`src/hw/rtl/ohlc_pkg.sv`:
```
package ohlc_pkg;

	localparam int NUM_SYMBOLS = 16;
	localparam int SLOT_W      = 4;
	localparam int TIME_W      = 64;
	localparam int MINUTE_W    = 6;
	localparam int PRICE_W     = 40;
	localparam int VOL_W       = 48;
	localparam int TAG_W       = 64;

	localparam logic [VOL_W-1:0] VOL_MAX = {VOL_W{1'b1}};

	typedef struct packed {
		logic [SLOT_W-1:0]   slot;
		logic [TIME_W-1:0]   trade_time;
		logic [MINUTE_W-1:0] minute;
		logic [PRICE_W-1:0]  price;
		logic [VOL_W-1:0]    volume;
		logic [TAG_W-1:0]    tag;
	} trade_t;

	// one table entry per symbol
	typedef struct packed {
		logic [TIME_W-1:0]   last_time;
		logic [PRICE_W-1:0]  open_p;
		logic [PRICE_W-1:0]  high_p;
		logic [PRICE_W-1:0]  low_p;
		logic [PRICE_W-1:0]  close_p;
		logic [VOL_W-1:0]    volume;
		logic [MINUTE_W-1:0] minute;
		logic [TIME_W-1:0]   start_time;
	} rec_t;

	typedef struct packed {
		logic seen;
		logic active;
	} flags_t;

	typedef struct packed {
		logic drop;
		logic emit;
		rec_t next;
	} upd_t;

endpackage

```
`src/hw/rtl/ohlc_update.sv`:
```
module ohlc_update (
	input  ohlc_pkg::trade_t trade,
	input  ohlc_pkg::rec_t   cur,
	input  ohlc_pkg::flags_t flags,
	output ohlc_pkg::upd_t   upd
);
	import ohlc_pkg::*;

	logic            fresh;
	rec_t            base;
	logic [VOL_W:0]  vol_sum;

	always_comb begin
		upd.drop = flags.seen && (trade.trade_time < cur.last_time);
		fresh    = !flags.active || (cur.minute != trade.minute);
		upd.emit = !upd.drop && flags.active && fresh;

		base = cur;
		if (fresh) begin
			base.open_p     = trade.price;
			base.high_p     = trade.price;
			base.low_p      = trade.price;
			base.volume     = '0;
			base.minute     = trade.minute;
			base.start_time = trade.trade_time;
		end

		vol_sum = {1'b0, base.volume} + {1'b0, trade.volume};

		upd.next            = base;
		upd.next.last_time  = trade.trade_time;
		upd.next.close_p    = trade.price;
		upd.next.volume     = vol_sum[VOL_W] ? VOL_MAX : vol_sum[VOL_W-1:0];
		if (base.high_p < trade.price)
			upd.next.high_p = trade.price;
		if (base.low_p > trade.price)
			upd.next.low_p = trade.price;
	end

endmodule

```
`config.mk`:
```
export PLATFORM = sky130hd
export DESIGN_NAME = ohlc_update
export DESIGN_NICKNAME = d
export VERILOG_FILES = /design/src/hw/rtl/ohlc_pkg.sv /design/src/hw/rtl/ohlc_update.sv
export SDC_FILE = /design/constraint.sdc
export NUM_CORES = 1
export LEC_CHECK = 0
export BUFFER_PORTS_ARGS = -buffer_cell sky130_fd_sc_hd__buf_2
export CAP_MARGIN = 15
export CORE_AREA = 2 2 356 358
export DETAILED_ROUTE_END_ITERATION = 8
export DIE_AREA = 0 0 358 360
export SLEW_MARGIN = 15
export SYNTH_ARGS = -nofsm -noshare
export SYNTH_HDL_FRONTEND = slang
export SYNTH_SLANG_ARGS = --single-unit
```
`constraint.sdc`:
```
create_clock -name vclk -period 4.69
set_input_delay 0.2345 -clock vclk [all_inputs]
set_output_delay 0.2345 -clock vclk [all_outputs]
set_load 0.1 [all_outputs]
```
==> summary.md, run 1 <==
| Metric | Value |
|---|---|
| Status | completed |
| Layout Nets | 3,420 |
| Relative max-transition margin | 36.8% |
| Post-Synthesis Cells | 1,715 |
| Crit path largest cell delay | 0.33 ns |
| Most common cell after layout, fill and taps aside | buf_2 |
| Vert. Die Dim | 360 um |
| # setup viols final | 0 |
| Crit path kind | in2out |
| Slowest-stage cell, CP | a211oi_2 |
| Finished Core Util | 16.5% |
| Area Overhead vs Synth | 91.5% |
| Wire length per cell | 25.6 um |
| Crit. End Element | output port |
| Top Ports | 914 |
| Antenna Nets Post-Route | 0 |
| Post-synthesis sequential area ratio | 0% |
| Post-Syn Nets | 2,476 |
| Crit-path leading delay family | buffers and inverters |
| I/O Buffers | 806 |
| Vias in the first global route | 16,300 |
| DRT iter0 DRCs | 1,066 |
| Max-slew violation count | 0 |
| Clkbuf count | 0 |
| Total number of vias | 16,400 |
| Crit-path max FO | 12 |
| Die X | 358 um |
| Syn_area_per_cell | 6.27 um^2 |
| Detail Placement HPWL | 99.1 mm |
| Worst Min Path Start | trade[179] |
| Die area | 129,000 um^2 |
| Row cnt | 130 |
| Most used cell, CP | buf_4 |
| Initial antenna violation count | 70 |
| Register area | 0 um^2 |
| Crit path DAT | 4.35 ns |
| Finished layout cell area | 20,600 um^2 |
| Total track usage | 15.9% |
| Worst hold path cell count | 2 |
| Final Hold Slack | 0.869 ns |
| Bufs and invs on worst path | 10 |
| F_max | 218 MHz |
| Vias/cell | 3.79 |
| Crit path required time | 4.46 ns |
| Cell area power density | 181 nW/um^2 |
| RSZ-0062 raised after global routing | yes |
| Layout Cells excl Fill | 4,322 |
| Inst Count DP | 4,277 |
| Commonest cells after routing, fill and taps aside | buf_2 (679), nand2_1 (547), buf_4 (286), ha_1 (188), buf_12 (129) |
| Total Wirelength | 111 mm |
| Hold EP | upd[299] |
| Seq cells | 0 |
| DR pass1 iterations | 5 |
| Remaining DRCs | 0 |
| Placed instance area | 19,800 um^2 |
| Total global routing overflow | 0 |
| GP Congestion | 0.950 |
| Largest net degree at the start of global routing | 52 |
| Initial Util | 8.61% |
| Post-synthesis cell type count | 64 |
| Core Area | 125,000 um^2 |
| CP Cell Sequence | buf_2 -> xnor2_1 -> nand4_1 -> buf_6 -> buf_4 -> nor2_4 -> buf_12 -> buf_16 -> and2_1 -> ha_1 -> a211oi_2 -> o21ai_2 -> a211oi_2 -> nand2_1 -> a41oi_2 -> buf_4 -> a211oi_4 -> a211oi_4 -> buf_4 -> clkbuf_16 -> buf_4 -> o21ai_2 -> buf_12 |
| Final Hold Viols | 0 |
| Post-layout min period | 4.58 ns |
| Final period utilization | 97.8% |
| CP startpoint kind | input port |
| LEAKAGE | 11.0 nW |
| Tightest Pin Transition | 0.939 ns |
| Hold Crit Class | in2out |
| Cell area after synthesis | 10,800 um^2 |
| Max VDD drop | 0.0975 mV |
| Layout cells sized above 1 | 47.3% |
| Global-route wire length before repair | 140 mm |
| Yosys warnings | 0 |
| Maximum Capacitance Violations | 0 |
-- per-layer routing --
layer  share of wire (%)  track usage (%)  vias up
met4                 3.0             3.73       76
met1                  45             21.1     7728
met5                0.43                0        -
met2                  43             24.9      771
li1                    -                -     7642
met3                 8.8             4.99      159
-- repair_timing --
item                       4_1_cts  5_1_grt
cloned                           3        6
resized for setup               37       80
pin swaps                        8       12
setup endpoints to repair       74      113
buffers inserted                16        7
hold buffers                     0        0
-- worst max-delay path by stage --
stage,to,startpoint,slack (ns),cells after the start
global route,upd[111],trade[155],-0.04,23
finish,upd[111],trade[155],0.11,23
global placement,upd[159],cur[64],-0.32,21
floorplan,upd[104],trade[154],-0.04,15
detailed placement,upd[159],cur[64],-0.31,21
CTS,upd[76],trade[155],-0.05,23
-- report_power, final --
| part | internal, W | switching [W] |
|---|---|---|
| clock network | 0.000000000317 | 0 |
| registers | 0 | 0 |
| logic | 0.00110 | 0.00264 |
| total | 0.00110 | 0.00264 |
-- metrics by stage --
step | worst slack, ns | total power [W] | setup TNS, ns
detailed placement | -0.309 | 0.00361 | -12.04
CTS | -0.0503 | 0.00369 | -0.139
floorplan | -0.0391 | 0.00228 | -0.0391
global placement | -0.324 | 0.00361 | -12.01
global route | -0.0379 | 0.00387 | -0.138
finish | 0.105 | 0.00374 | 0
-- cell usage after synthesis (10+ instances only) --
cell	instances	area, um^2
a211oi_1	13	97.6
nand4_1	39	244
buf_4	107	803
mux2_2	69	777
clkbuf_1	52	195
xnor2_1	30	263
nand3_1	18	90.1
inv_1	115	432
o21ai_0	55	275
a21oi_1	88	440
and2_1	51	319
nor2_1	64	240
xor2_1	15	131
o21a_1	13	97.6
a21o_1	64	480
o211ai_1	13	97.6
mux2_4	10	150
nand2_1	565	2120
nor3_1	16	80.1
ha_1	190	2380
-- cells by family after synthesis --
kind of cell             after synthesis  share of synthesized area, %
XOR/XNOR                              45                          3.67
AND/OR/NAND/NOR                      800                          31.8
adder cells (fa/ha/maj)              191                          22.3
AO/OA/AOI/OAI                        309                          19.1
multiplexers                          81                          8.81
buffers and inverters                289                          14.3
-- layout make-up --
| type | count | area (um^2) |
|---|---|---|
| fill | 14400 | 104000 |
| multi-input combinational | 1426 | 9520 |
| timing repair buffer | 1116 | 8530 |
| tap | 1650 | 2060 |
| inverter | 115 | 432 |
| antenna | 15 | 37.5 |
No activity file was read; power rests on OpenSTA's default activity.
==> inputs of run 2 (changes only) <==
ABC_AREA = 1   (was not set)
CORE_AREA = 2 2 358 360   (was 2 2 356 358)
DIE_AREA = 0 0 360 362   (was 0 0 358 360)
==> summary.md, run 2 <==
| Metric | Value |
|---|---|
| Layout Nets | 3,814 (+12%) |
| Crit-path max FO | 35 (+23) |
| Commonest cells after routing, fill and taps aside | buf_2 (689), nand2_1 (677), inv_1 (361), nor2_1 (261), ha_1 (190) |
| Relative max-transition margin | 49.0% (+12 points) |
| Bufs and invs on worst path | 10 (unchanged) |
| Vert. Die Dim | 362 um (+0.56%) |
| Global-route wire length before repair | 140 mm (-0.48%) |
| Die X | 360 um (+0.56%) |
| Top cells by area, synth | nand2_1 (22%), ha_1 (21%), inv_1 (12%) |
| Post-synth top area share | 22.0% (-0.16 points) |
| I/O Buffers | 806 (unchanged) |
| Top-count cell post-synth | nand2_1 |
| Crit path kind | in2out |
| Post-layout min period | 4.52 ns (-0.0669 ns) |
| Tightest Pin Transition | 0.771 ns (-0.168 ns) |
| Total number of vias | 17,900 (+9.4%) |
| Post-synthesis cell type count | 45 (-30%) |
| Maximum Capacitance Violations | 0 (unchanged) |
| Yosys warnings | 0 (unchanged) |
| Most used cell, CP | buf_12 |
| Crit-path leading delay family | buffers and inverters |
| F_max | 221 MHz (+1.5%) |
| Area Overhead vs Synth | 73.8% |
| GP Congestion | 0.956 (+0.66%) |
| Die area | 130,000 um^2 (+1.1%) |
| LEAKAGE | 11.6 nW (+4.8%) |
| Status | completed |
| Post-Synthesis Cells | 2,230 (+30%) |
| Post-synth top cells | nand2_1 (678), inv_1 (361), nor2_1 (262) |
| Total track usage | 15.3% (-0.66 points) |
| Register area | 0 um^2 (unchanged) |
| Inst Count DP | 4,713 (+10%) |
| Total Wirelength | 105 mm (-5.1%) |
| Crit path required time | 4.46 ns (about the same) |
| Placed instance area | 20,100 um^2 (+1.7%) |
| # setup viols final | 0 (unchanged) |
| Post-Syn Nets | 2,991 (+21%) |
| Max VDD drop | 0.129 mV (+32%) |
| Crit path DAT | 4.28 ns (-0.07 ns) |
| Initial Util | 9.15% (+0.54 points) |
| DR pass1 iterations | 7 (+2) |
| RSZ-0062 raised after global routing | no |
| Final period utilization | 96.3% (-1.4 points) |
| Vias in the first global route | 17,600 (+7.7%) |
| Core Area | 127,000 um^2 (+1.4%) |
| Row cnt | 131 (+0.77%) |
| Antenna Nets Post-Route | 0 (unchanged) |
| Most common cell after layout, fill and taps aside | buf_2 |
| Clkbuf count | 0 (unchanged) |
| Cell taking the most area after synthesis | nand2_1 |
| Crit path largest cell delay | 0.33 ns (about the same) |
| Cell area power density | 196 nW/um^2 (+8.2%) |
| Cell area after synthesis | 11,600 um^2 (+7.8%) |
| Wire length per cell | 22.2 um (-13%) |
| Final Hold Viols | 0 (unchanged) |
| Crit. End Element | output port |
| Setup Fix Bufs, Post-CTS | 0 (-16) |
| Finished layout cell area | 20,100 um^2 (-2.2%) |
| Vias/cell | 3.79 (about the same) |
| Layout cells sized above 1 | 34.0% (-13 points) |
| Top Ports | 914 (unchanged) |
| Hold Crit Class | in2out |
| CP startpoint kind | input port |
| Initial antenna violation count | 23 (-67%) |
| Total global routing overflow | 0 (unchanged) |
| Remaining DRCs | 0 (unchanged) |
| CP Cell Sequence | buf_2 -> inv_1 -> nor2_1 -> nor2_1 -> nand2_1 -> nor2_4 -> inv_8 -> buf_12 -> buf_12 -> nor2_1 -> ha_1 -> a21oi_2 -> o21ai_0 -> buf_4 -> a21oi_1 -> o21bai_1 -> nand2_1 -> nand2_1 -> a31oi_4 -> buf_4 -> buf_4 -> buf_12 -> nand3_1 -> buf_12 |
| Max-slew violation count | 0 (unchanged) |
| Largest net degree at the start of global routing | 48 (-7.7%) |
| Seq cells | 0 (unchanged) |
| Overall Power | 0.00395 W (+5.8%) |
| Post-synthesis sequential area ratio | 0% (unchanged) |
| Slowest-stage cell, CP | a21oi_1 |
| DRT iter0 DRCs | 1,404 (+32%) |
| Syn_area_per_cell | 5.20 um^2 (-17%) |
| Layout Cells excl Fill | 4,727 (+9.4%) |
| Detail Placement HPWL | 97.8 mm (-1.3%) |
| Finished Core Util | 15.9% (-0.59 points) |
run 2: logic make-up after synthesis:
| group | synth area share [%] |
|---|---|
| adder cells (fa/ha/maj) | 20.7 |
| XOR/XNOR | 1.28 |
| buffers and inverters | 21.6 |
| AND/OR/NAND/NOR | 41.6 |
| AO/OA/AOI/OAI | 14.9 |
run 2: cell type report:
type,instances,area [um^2]
Tap cell,1662,2080
Antenna cell,14,35.0
Inverter,366,1380
Fill cell,14900,107000
Multi-Input combinational cell,1689,9140
Timing Repair Buffer,996,7500
run 2: timing repair:
| action | CTS | global route |
|---|---|---|
| gates cloned | 0 | 0 |
| setup endpoints to repair | 60 | 37 |
| hold buffers | 0 | 0 |
| gates resized for setup | 1 | 3 |
run 2: path summary, 6_finish.rpt:
check,startpoint,cells past startpoint,to
max,cur[64],24,upd[107]
min,trade[216],2,upd[336]
run 2: metal layers:
layer	vias to the layer above	GRT usage, %	part of all wire (%)
met5	-	0	0
met4	0	2.96	2.2
met3	77	2.61	7.2
met2	837	24.7	44
met1	8358	21.2	47
li1	8643	-	-
run 2: power breakdown:
part                 total, W    internal [W]  switching [W]  leakage, nW
Clock          0.000000000276  0.000000000275              0    0.0000909
Sequential                  0               0              0            0
Combinational         0.00395         0.00105        0.00290         11.6
run 2: through the flow:
stage               worst slack (ns)  hold WS [ns]  TNS (ns)
floorplan                      0.730         0.681         0
global placement              -0.230         0.867     -7.39
detailed placement            -0.165         0.867     -2.89
CTS                           0.0484         0.868         0
global route                  0.0434         0.874         0
finish                         0.172         0.867         0
